## config.mk

```make
export PLATFORM = sky130hd
export DESIGN_NAME = chm_front
export DESIGN_NICKNAME = d
export VERILOG_FILES = /design/src/rtl/assert_macros.svh /design/src/rtl/chm_pkg.sv /design/src/rtl/chm_front.sv
export SDC_FILE = /design/constraint.sdc
export NUM_CORES = 1
export LEC_CHECK = 0
export ABC_AREA = 1
export BUFFER_PORTS_ARGS = -buffer_cell sky130_fd_sc_hd__buf_2
export CAP_MARGIN = 20
export CORE_UTILIZATION = 45
export CTS_BUF_LIST = sky130_fd_sc_hd__clkbuf_8
export DETAILED_ROUTE_END_ITERATION = 16
export PLACE_DENSITY = 0.74
export REMOVE_ABC_BUFFERS = 1
export SETUP_SLACK_MARGIN = 0.5
export SLEW_MARGIN = 20
export SYNTH_ARGS = -nofsm -noshare
export SYNTH_HDL_FRONTEND = slang
export SYNTH_SLANG_ARGS = --single-unit
```

## constraint.sdc

```tcl
create_clock -name clk -period 6 [get_ports clk]
set_clock_uncertainty 0.2 [all_clocks]
set_input_delay 1.8 -clock clk [delete_from_list [all_inputs] [get_ports clk]]
set_output_delay 1.8 -clock clk [all_outputs]
set_load 0.01 [all_outputs]
```

## src/rtl/assert_macros.svh

```systemverilog
// ----------------------------------------------------------------------------
// assert_macros.svh
// Shared assertion macros for the hash map RTL.
// ----------------------------------------------------------------------------
`ifndef ASSERT_MACROS_SVH
`define ASSERT_MACROS_SVH

// The condition must hold at every clock edge outside reset.
`define CHM_ASSERT(lbl, clk, rst, cond, msg) \
  lbl: assert property (@(posedge clk) disable iff (rst) (cond)) else $error(msg);

// The consequent must hold in the same cycle as the antecedent.
`define CHM_ASSERT_IMP(lbl, clk, rst, ante, cons, msg) \
  lbl: assert property (@(posedge clk) disable iff (rst) (ante) |-> (cons)) else $error(msg);

// The consequent must hold in the cycle after the antecedent.
`define CHM_ASSERT_NXT(lbl, clk, rst, ante, cons, msg) \
  lbl: assert property (@(posedge clk) disable iff (rst) (ante) |=> (cons)) else $error(msg);

`endif

```

## src/rtl/chm_pkg.sv

```systemverilog
// ----------------------------------------------------------------------------
// chm_pkg
// Types and fixed widths shared by the hash map modules.
// ----------------------------------------------------------------------------
package chm_pkg;

  localparam int unsigned KEY_W = 31;
  localparam int unsigned VAL_W = 32;

  typedef enum logic {
    FUNC_INSERT = 1'b0,
    FUNC_FIND   = 1'b1
  } func_t;

  typedef enum logic [1:0] {
    ST_CLEAR,
    ST_IDLE,
    ST_HEAD,
    ST_WALK
  } back_state_t;

  typedef struct packed {
    logic             found;
    logic [VAL_W-1:0] found_value;
    logic             full_res;
  } result_t;

endpackage

```

## src/rtl/chm_front.sv

```systemverilog
// ----------------------------------------------------------------------------
// chm_front
// Accepts items and computes the bucket index as key modulo the bucket count
// with a two-stage reciprocal multiply and one correcting subtract.
// ----------------------------------------------------------------------------
module chm_front #(
  parameter int unsigned CAPACITY      = 1024,
  parameter int unsigned BUCKET_FACTOR = 2
) (
  input  logic                        clk,
  input  logic                        rst,
  input  logic                        push,
  output logic                        full,
  input  logic                        func,
  input  logic [chm_pkg::KEY_W-1:0]   key,
  input  logic [chm_pkg::VAL_W-1:0]   entry_value,
  output logic                        mq_push,
  output logic [chm_pkg::KEY_W+chm_pkg::VAL_W+$clog2(CAPACITY*BUCKET_FACTOR):0] mq_data,
  input  logic                        mq_full
);

  import chm_pkg::*;

  localparam int unsigned NUM_BUCKETS = CAPACITY * BUCKET_FACTOR;
  localparam int unsigned BKT_W       = $clog2(NUM_BUCKETS);
  localparam int unsigned PROD_W      = 2 * KEY_W;
  localparam logic [KEY_W-1:0] NB_K   = KEY_W'(NUM_BUCKETS);
  localparam logic [KEY_W-1:0] RECIP  = KEY_W'((64'd1 << KEY_W) / NUM_BUCKETS);

  logic              en;
  logic              v1;
  logic              f1;
  logic [KEY_W-1:0]  k1;
  logic [VAL_W-1:0]  val1;
  logic [PROD_W-1:0] prod1;
  logic              v2;
  logic              f2;
  logic [KEY_W-1:0]  k2;
  logic [VAL_W-1:0]  val2;
  logic [KEY_W-1:0]  qn2;
  logic [KEY_W-1:0]  q_est;
  logic [KEY_W-1:0]  rem_raw;
  logic [KEY_W-1:0]  rem_fix;

  assign en    = !(v2 && mq_full);
  assign full  = !en;
  assign q_est = prod1[PROD_W-1 -: KEY_W];

  always_ff @(posedge clk) begin
    if (rst) begin
      v1 <= 1'b0;
      v2 <= 1'b0;
    end else if (en) begin
      v1 <= push;
      v2 <= v1;
    end
  end

  always_ff @(posedge clk) begin
    if (en) begin
      f1    <= func;
      k1    <= key;
      val1  <= entry_value;
      prod1 <= PROD_W'(key) * PROD_W'(RECIP);
      f2    <= f1;
      k2    <= k1;
      val2  <= val1;
      qn2   <= q_est * NB_K;
    end
  end

  // The quotient estimate is low by at most one, so the raw remainder stays
  // below twice the bucket count.
  assign rem_raw = k2 - qn2;
  assign rem_fix = (rem_raw >= NB_K) ? rem_raw - NB_K : rem_raw;

  assign mq_push = v2 && !mq_full;
  assign mq_data = {f2, k2, val2, rem_fix[BKT_W-1:0]};

endmodule

```

==> impl_metrics.yaml <==
clocking:
  cts.sinks: 130
  cts_root_buf: "clkbuf_8"
  cts_buffers: 17
  clock_latency_ns: 0.41
  cts_hold_buf: 0
  cts_buffer_depth: 2
  cts_tree: "yes"
  clk_pin_slew_ns: 0.06
  cts_setup_buffers: 0
  htree_levels: 4
  cts-resized-gates: 0
timing:
  hold_violations: 0
  drv_slew: 0
  post-route-period-util_pct: 73.94
  rsz0062_at_grt: "no"
  min_period_ns: 4.437
  worst_pin_slew_ns: 1.036
  relSlewSlack_pct: 30.95
  setup_viol: 0
  setup_tns_ns: 0
  max_freq_mhz: 225.4
global_routing:
  overflow: 0
  grt_max_degree: 87
  grt_first_pass_wirelength_mm: 9.266
  antenna_found_initial: 1
  grt_pass1_vias: 1909
  grt_usage_pct: 13.71
setup_path:
  cp_max_fo: 46
  r2r_start: "v2"
  start_kind: "input port"
  crit_type: "input port to primary output"
  reg2reg_to: "val2[8]"
  worstPathRequired_ns: 4.00
  rrSetupSlack_ns: 3.84
  cp.arrival_ns: 2.44
  rr_worst_depth: 2
  end_kind: "primary output"
job:
  cap_violations: 0
route:
  finalWirelength_mm: 6.060
  wl_per_cell_um: 14.19
  dr.pass1.iters: 5
  drt-initial-drc-count: 66
  route.detailed.drc: 0
  drt.antenna.violating_nets: 0
  viasPerCell: 4.433
  dr_total_vias: 1893
outcome:
  outcome: "finished clean"
place:
  hpwl_mm: 3.973
  port_buffers: 144
  gp_congestion: 0.6756
power_and_ir_drop:
  swShare_pct: 21.74
  ir_drop_mv: 0.1833
  internal-power_mw: 1.439
  p_sw_mw: 0.3996
  power_frac_comb_pct: 5.5
  clockPowerShare_pct: 35.2
  pwr_density_cell_mw_per_mm2: 355.6
  pwr-share-seq_pct: 59.3
  power_leakage_nw: 2.146
floorplan:
  die_h_um: 96.62
  core_area_mm2: 0.008678
  initial_core_util_pct: 46.42
  rows: 34
  dieArea_mm2: 0.009335
  top_level_ports: 145
  die_w_um: 96.62
layout:
  layout_commonest_cell: "buf_2"
  finalNetCount: 374
  syn2layout_area_growth_pct: 28.29
  drive_gt1_share_pct: 56.60
  layout_common_cells: "144 x buf_2, 128 x edfxtp_1, 17 x clkbuf_8, 5 x clkinv_2"
  utilization_pct: 59.56
yosys:
  synth.avg_cell_area_um2: 26.16
  ys_seq_area_share_pct: 96.40
  postSynthCellCount: 154
  ys_types: 9
  syn_area_mm2: 0.004029
  yosysWarnings: 0
  synth_seq_cells: 130
worst_hold_path:
  holdPathStages: 0
  min_path_type: "flip-flop to flip-flop"
  holdPathEnd: "val2[7]"
  min_from: "val1[7]"
area by class of cell:
type                            instances  area [µm²]
Sequential cell                       130        3884
Fill cell                             652        3510
Timing Repair Buffer                  145       728.2
Clock buffer                           17       234.0
Tap cell                              108       135.1
Clock inverter                         14       116.4
Multi-Input combinational cell          8       53.80
Inverter                                4       15.01
Antenna cell                            1       2.502
per-layer routing:
metal / vias up / share of wire [%] / global-route usage, %
met2: 88 / 51 / 20.86
li1: 894 / - / -
met5: - / 0 / 0
met3: 8 / 9.4 / 7.731
met1: 903 / 38 / 15.05
met4: 0 / 1.3 / 7.922
cell families after synthesis:
logic type,after synthesis,share of synthesized area [%]
flops,130,96.40
buf+inv,16,2.609
simple gates,8,0.9936
worst max path at each step:
stage	startpoint	slack (ns)	endpoint	depth (start not counted)
floorplan	mq_full	0.48	full	2
global placement	mq_full	1.57	full	4
detailed placement	mq_full	1.55	full	4
CTS	mq_full	1.54	full	4
global route	mq_full	1.50	full	4
finish	mq_full	1.56	full	4
cells in the mapped netlist:
cell type / count / area (µm²)
buf_4: 12 / 90.09
dfxtp_1: 2 / 40.04
edfxtp_1: 128 / 3844
inv_1: 3 / 11.26
inv_2: 1 / 3.750
nand2_1: 1 / 3.750
nand2_2: 2 / 12.51
nor2_1: 3 / 11.26
nor2_2: 2 / 12.51
power by group through the flow:
stage          combinational, mW  clock [mW]  sequential [mW]
6_report                   0.101       0.647             1.09
5_1_grt                    0.109       0.699             1.10
4_1_cts                    0.103       0.666             1.09
3_5_place_dp               0.102           0             1.11
3_3_place_gp               0.101           0             1.11
2_1_floorplan             0.0115           0             1.13
critical path: stages:
cell     delay [ns]
buf_2          0.14
nand2_8        0.28
inv_2          0.07
buf_2          0.14
flip-flops by register name, summed over array words and instances (netlist names):
name  cells
v2        1
k1       31
val2     32
k2       31
f1        1
v1        1
val1     32
f2        1
stage by stage:
stage	worst slack (ns)	cells	power [mW]	hold slack (ns)	area, µm²
final	1.563	427	1.838	0.2194	5169
after detailed placement	1.550	395	1.214	0.2045	4816
after CTS	1.543	426	1.860	0.2202	5166
after floorplan	0.4772	142	1.144	0.2003	3939
after global placement	1.570	395	1.207	0.2006	4816
after global routing	1.504	426	1.904	0.2237	5166
No activity file was read; power rests on OpenSTA's default activity.
