<file path="src/rtl/assert_macros.svh">
// ----------------------------------------------------------------------------
// assert_macros.svh
// Shared assertion macros for the hash map RTL.
// ----------------------------------------------------------------------------
`ifndef ASSERT_MACROS_SVH
`define ASSERT_MACROS_SVH

// The condition must hold at every clock edge outside reset.
`define CHM_ASSERT(lbl, clk, rst, cond, msg) \
  lbl: assert property (@(posedge clk) disable iff (rst) (cond)) else $error(msg);

// The consequent must hold in the same cycle as the antecedent.
`define CHM_ASSERT_IMP(lbl, clk, rst, ante, cons, msg) \
  lbl: assert property (@(posedge clk) disable iff (rst) (ante) |-> (cons)) else $error(msg);

// The consequent must hold in the cycle after the antecedent.
`define CHM_ASSERT_NXT(lbl, clk, rst, ante, cons, msg) \
  lbl: assert property (@(posedge clk) disable iff (rst) (ante) |=> (cons)) else $error(msg);

`endif

</file>
<file path="src/rtl/chm_fifo.sv">
// ----------------------------------------------------------------------------
// chm_fifo
// Small register queue with push/full and pop/empty handshakes.
// ----------------------------------------------------------------------------
`include "assert_macros.svh"

module chm_fifo #(
  parameter int unsigned DEPTH = 2,
  parameter int unsigned WIDTH = 8
) (
  input  logic             clk,
  input  logic             rst,
  input  logic             push,
  input  logic [WIDTH-1:0] wdata,
  output logic             full,
  input  logic             pop,
  output logic [WIDTH-1:0] rdata,
  output logic             empty
);

  localparam int unsigned PTR_W = (DEPTH > 1) ? $clog2(DEPTH) : 1;
  localparam int unsigned CNT_W = $clog2(DEPTH + 1);

  logic [WIDTH-1:0] slots [DEPTH];
  logic [PTR_W-1:0] wr_ptr;
  logic [PTR_W-1:0] rd_ptr;
  logic [CNT_W-1:0] count;
  logic             do_push;
  logic             do_pop;

  assign full    = (count == CNT_W'(DEPTH));
  assign empty   = (count == '0);
  assign do_push = push && !full;
  assign do_pop  = pop && !empty;
  assign rdata   = slots[rd_ptr];

  always_ff @(posedge clk) begin
    if (do_push) begin
      slots[wr_ptr] <= wdata;
    end
  end

  always_ff @(posedge clk) begin
    if (rst) begin
      wr_ptr <= '0;
      rd_ptr <= '0;
      count  <= '0;
    end else begin
      if (do_push) begin
        wr_ptr <= (wr_ptr == PTR_W'(DEPTH - 1)) ? '0 : wr_ptr + 1'b1;
      end
      if (do_pop) begin
        rd_ptr <= (rd_ptr == PTR_W'(DEPTH - 1)) ? '0 : rd_ptr + 1'b1;
      end
      if (do_push && !do_pop) begin
        count <= count + 1'b1;
      end else if (do_pop && !do_push) begin
        count <= count - 1'b1;
      end
    end
  end

  `CHM_ASSERT(a_fifo_no_overflow, clk, rst, !(push && full), "chm_fifo: push while full")
  `CHM_ASSERT(a_fifo_count_bounded, clk, rst, count <= CNT_W'(DEPTH), "chm_fifo: count above depth")
  `CHM_ASSERT_NXT(a_fifo_push_fills, clk, rst, do_push && !do_pop, !empty, "chm_fifo: empty after push")

endmodule

</file>
<file path="config.mk">
export PLATFORM = sky130hd
export DESIGN_NAME = chm_fifo
export DESIGN_NICKNAME = d
export VERILOG_FILES = /design/src/rtl/chm_fifo.sv
export VERILOG_INCLUDE_DIRS = /design/src /design/src/rtl
export SDC_FILE = /design/constraint.sdc
export NUM_CORES = 1
export LEC_CHECK = 0
export CAP_MARGIN = 30
export CORE_MARGIN = 2
export CORE_UTILIZATION = 45
export DETAILED_ROUTE_END_ITERATION = 16
export DONT_BUFFER_PORTS = 1
export SLEW_MARGIN = 20
export SYNTH_ARGS = -nofsm -noshare
export SYNTH_HDL_FRONTEND = slang
export SYNTH_SLANG_ARGS = --single-unit
</file>
<file path="constraint.sdc">
create_clock -name clk -period 1.7 [get_ports clk]
set_input_delay 0.51 -clock clk [delete_from_list [all_inputs] [get_ports clk]]
set_output_delay 0.51 -clock clk [all_outputs]
set_load 0.05 [all_outputs]
</file>
==> results.py <==
metrics = {
    "status": {
        "status": "complete, but fails checks",
        "violations": "setup timing",
    },
    "cells_and_area": {
        "num-nets-final": 70,
        "area_growth_pct": 10.1,
        "fillCellCount": 145,
        "antenna_cells": 0,
        "drive_gt1_share_pct": 32.1,
    },
    "placement": {
        "dp_hpwl_microns": 979,
        "portBuffers": 0,
        "gp_congestion": 0.709,
    },
    "setup_path": {
        "cp-end-kind": "primary output",
        "r2r_start": "count[0]$_SDFFE_PP0P_",
        "slowest_stage": "mux2_2",
        "crit_path_start_kind": "flip-flop",
        "cpPeakStageDelay_ps": 480,
        "worstReg2RegEnd": "count[1]$_SDFFE_PP0P_",
        "cp.buffers_inverters": 0,
        "r2r_cells": 4,
        "crit_fanout": 8,
        "crit_required_ps": 1190,
        "path_cells": "mux2_2",
        "crit_family": "multiplexers",
        "rrSetupSlack_ps": 170,
        "worst-setup-path-type": "flip-flop to primary output",
        "worstPathArrival_ps": 1200,
    },
    "pwr": {
        "p_clk_share_pct": 13.8,
        "power_switching_uw": 683,
        "vdd_drop_max_mv": 1.17,
        "sequentialPowerShare_pct": 45.4,
        "p_per_area_nw_per_um2": 1870,
        "leakage_uw": 0.000318,
        "p_int_uw": 953,
        "switching_share_pct": 41.8,
        "comb_power_share_pct": 40.8,
    },
    "drt": {
        "drc_errors": 0,
        "dr.pass1.iters": 3,
        "first_iter_violations": 4,
        "ant_nets": 0,
        "wl_per_cell_microns": 17.4,
        "vias": 405,
        "routed_wl_microns": 1270,
        "vias_per_cell": 5.55,
    },
    "sta": {
        "fmaxAchievable_mhz": 585,
        "rsz0062_at_grt": "true",
        "post-route-min-period_ps": 1710,
        "slew_violations": 0,
        "tightest_slew_ps": 383,
        "holdWs_ps": 262,
        "hold_violations": 0,
        "fin_crit_sh_pct": 101,
        "fin_skew_ps": 5.59,
        "setup_tns_ps": -62.4,
        "final.setup.worst_slack_ps": -10.0,
        "setup_viol": 7,
        "max_slew_margin_pct": 74.5,
    },
    "clock_tree": {
        "clkTransAtPathRegs_ps": 110,
        "cts_tree": "yes",
        "clkLatencyLatePin_ps": 290,
        "cts_root_buffer": "clkbuf_4",
        "cts_max_level": 1,
        "clock-sinks": 21,
        "post_cts_buffers": 0,
        "cts_made_buffers": 3,
        "cts_buffer_depth": 2,
    },
    "floorplanning": {
        "start_util_pct": 47.0,
        "fp-row-count": 15,
        "pin_count": 22,
        "die_x_microns": 46.0,
        "dieArea_sq_um": 2110,
        "core_area_sq_um": 1690,
        "chipHeight_microns": 46.0,
    },
    "synthesis": {
        "postSynthCellCount": 50,
        "netlist_area_sq_um": 793,
        "ys.warnings.count": 0,
        "ys_ff_latch": 21,
        "synth_area_per_cell_sq_um": 15.9,
        "yosysSeqAreaShare_pct": 73.2,
        "synth.net_count": 63,
        "yosysUniqueCellTypes": 13,
    },
    "grt": {
        "grt_usage_pct": 13.8,
        "grt_antenna_before_repair": 0,
        "grt_max_degree": 13,
        "grt_overflow_total": 0,
        "grt_pass1_wl_microns": 1960,
        "grt_pass1_vias": 448,
    },
    "hold_path": {
        "hp-class": "primary input to flip-flop",
        "whs_path_depth": 1,
        "hp-start": "rst",
    },
    "job": {
        "maxCapViolCount": 0,
    },
}
==> routing by layer <==
metal  share of wire (%)  GRT usage, %
met2                  55          25.8
met3                 6.5          4.76
met5                   0             0
met1                  38          14.5
met4                   0          3.43
==> cells by family (layout without fill, tap and decap cells) <==
kind of cell	count (synthesis)	in the layout	synth area share (%)
flip-flops	21	21	73.2
AND/OR/NAND/NOR	9	9	5.84
multiplexers	8	8	11.4
AO/OA/AOI/OAI	5	5	3.15
XOR/XNOR	3	3	3.31
buffers and inverters	3	9	1.58
adder cells (fa/ha/maj)	1	1	1.58
==> through the flow <==
step                total power (uW)  utilization, %  cells  instance area, sq um  setup WS [ps]
floorplan                       1280               -     50                   798           46.7
global placement                1370            49.6     69                   837            177
detailed placement              1410            49.6     69                   837            115
CTS                             1640            51.3     73                   866          -71.3
global route                    1720            51.7     73                   873          -61.9
finish                          1640            51.7     73                   873          -10.0
==> cell usage in the layout, fill, tap and decap left out, drive strengths merged <==
| cell type | n |
|---|---|
| clkbuf | 3 |
| and2 | 1 |
| inv | 2 |
| xor2 | 3 |
| clkinv | 1 |
| dfxtp | 5 |
| mux2 | 8 |
| nor2b | 1 |
| ha | 1 |
| nor2 | 5 |
| edfxtp | 16 |
| o21ai | 3 |
| or3 | 2 |
| a21oi | 2 |
| buf | 3 |
==> Yosys cell counts <==
cell | number | area (sq um)
a21oi_1 | 2 | 10.0
and2_1 | 1 | 6.26
buf_2 | 1 | 5.00
dfxtp_1 | 5 | 100
edfxtp_1 | 16 | 480
ha_1 | 1 | 12.5
inv_1 | 2 | 7.51
mux2_2 | 8 | 90.1
nor2_1 | 5 | 18.8
nor2b_2 | 1 | 8.76
o21ai_0 | 3 | 15.0
or3_1 | 2 | 12.5
xor2_1 | 3 | 26.3
==> what timing repair did <==
action | in CTS | in global routing
setup endpoints to repair | 8 | 9
resized for setup | 1 | 3
hold buffers | 0 | 0
==> state kept, by name, summed over array words and instances (netlist names), named ones only <==
| name | flops |
|---|---|
| count | 2 |
| rd_ptr | 1 |
| slots | 16 |
| wr_ptr | 1 |
==> power by group through the flow <==
stage / Clock (uW) / Combinational (uW) / Sequential [uW]
6_report: 225 / 668 / 743
5_1_grt: 260 / 702 / 757
4_1_cts: 230 / 667 / 738
3_5_place_dp: 0 / 665 / 746
3_3_place_gp: 0 / 637 / 730
2_1_floorplan: 0 / 580 / 703
==> worst max path at each step <==
stage,start,end,cells past startpoint
floorplan,count[1]$_SDFFE_PP0P_,count[1]$_SDFFE_PP0P_,5
global placement,flip-flop,rdata[3],1
detailed placement,count[0]$_SDFFE_PP0P_,count[1]$_SDFFE_PP0P_,5
CTS,flip-flop,rdata[0],1
global route,flip-flop,rdata[5],1
finish,flip-flop,rdata[1],1
==> layout make-up <==
cell class	instances	area [sq um]	area share, %
Clock inverter	1	5.00	0.573
Clock buffer	3	22.5	2.58
Timing Repair Buffer	3	22.5	2.58
Tap cell	17	21.3	2.44
Sequential cell	21	586	67.0
Inverter	2	7.51	0.860
Multi-Input combinational cell	26	209	23.9
(Power assumes the default switching activity.)
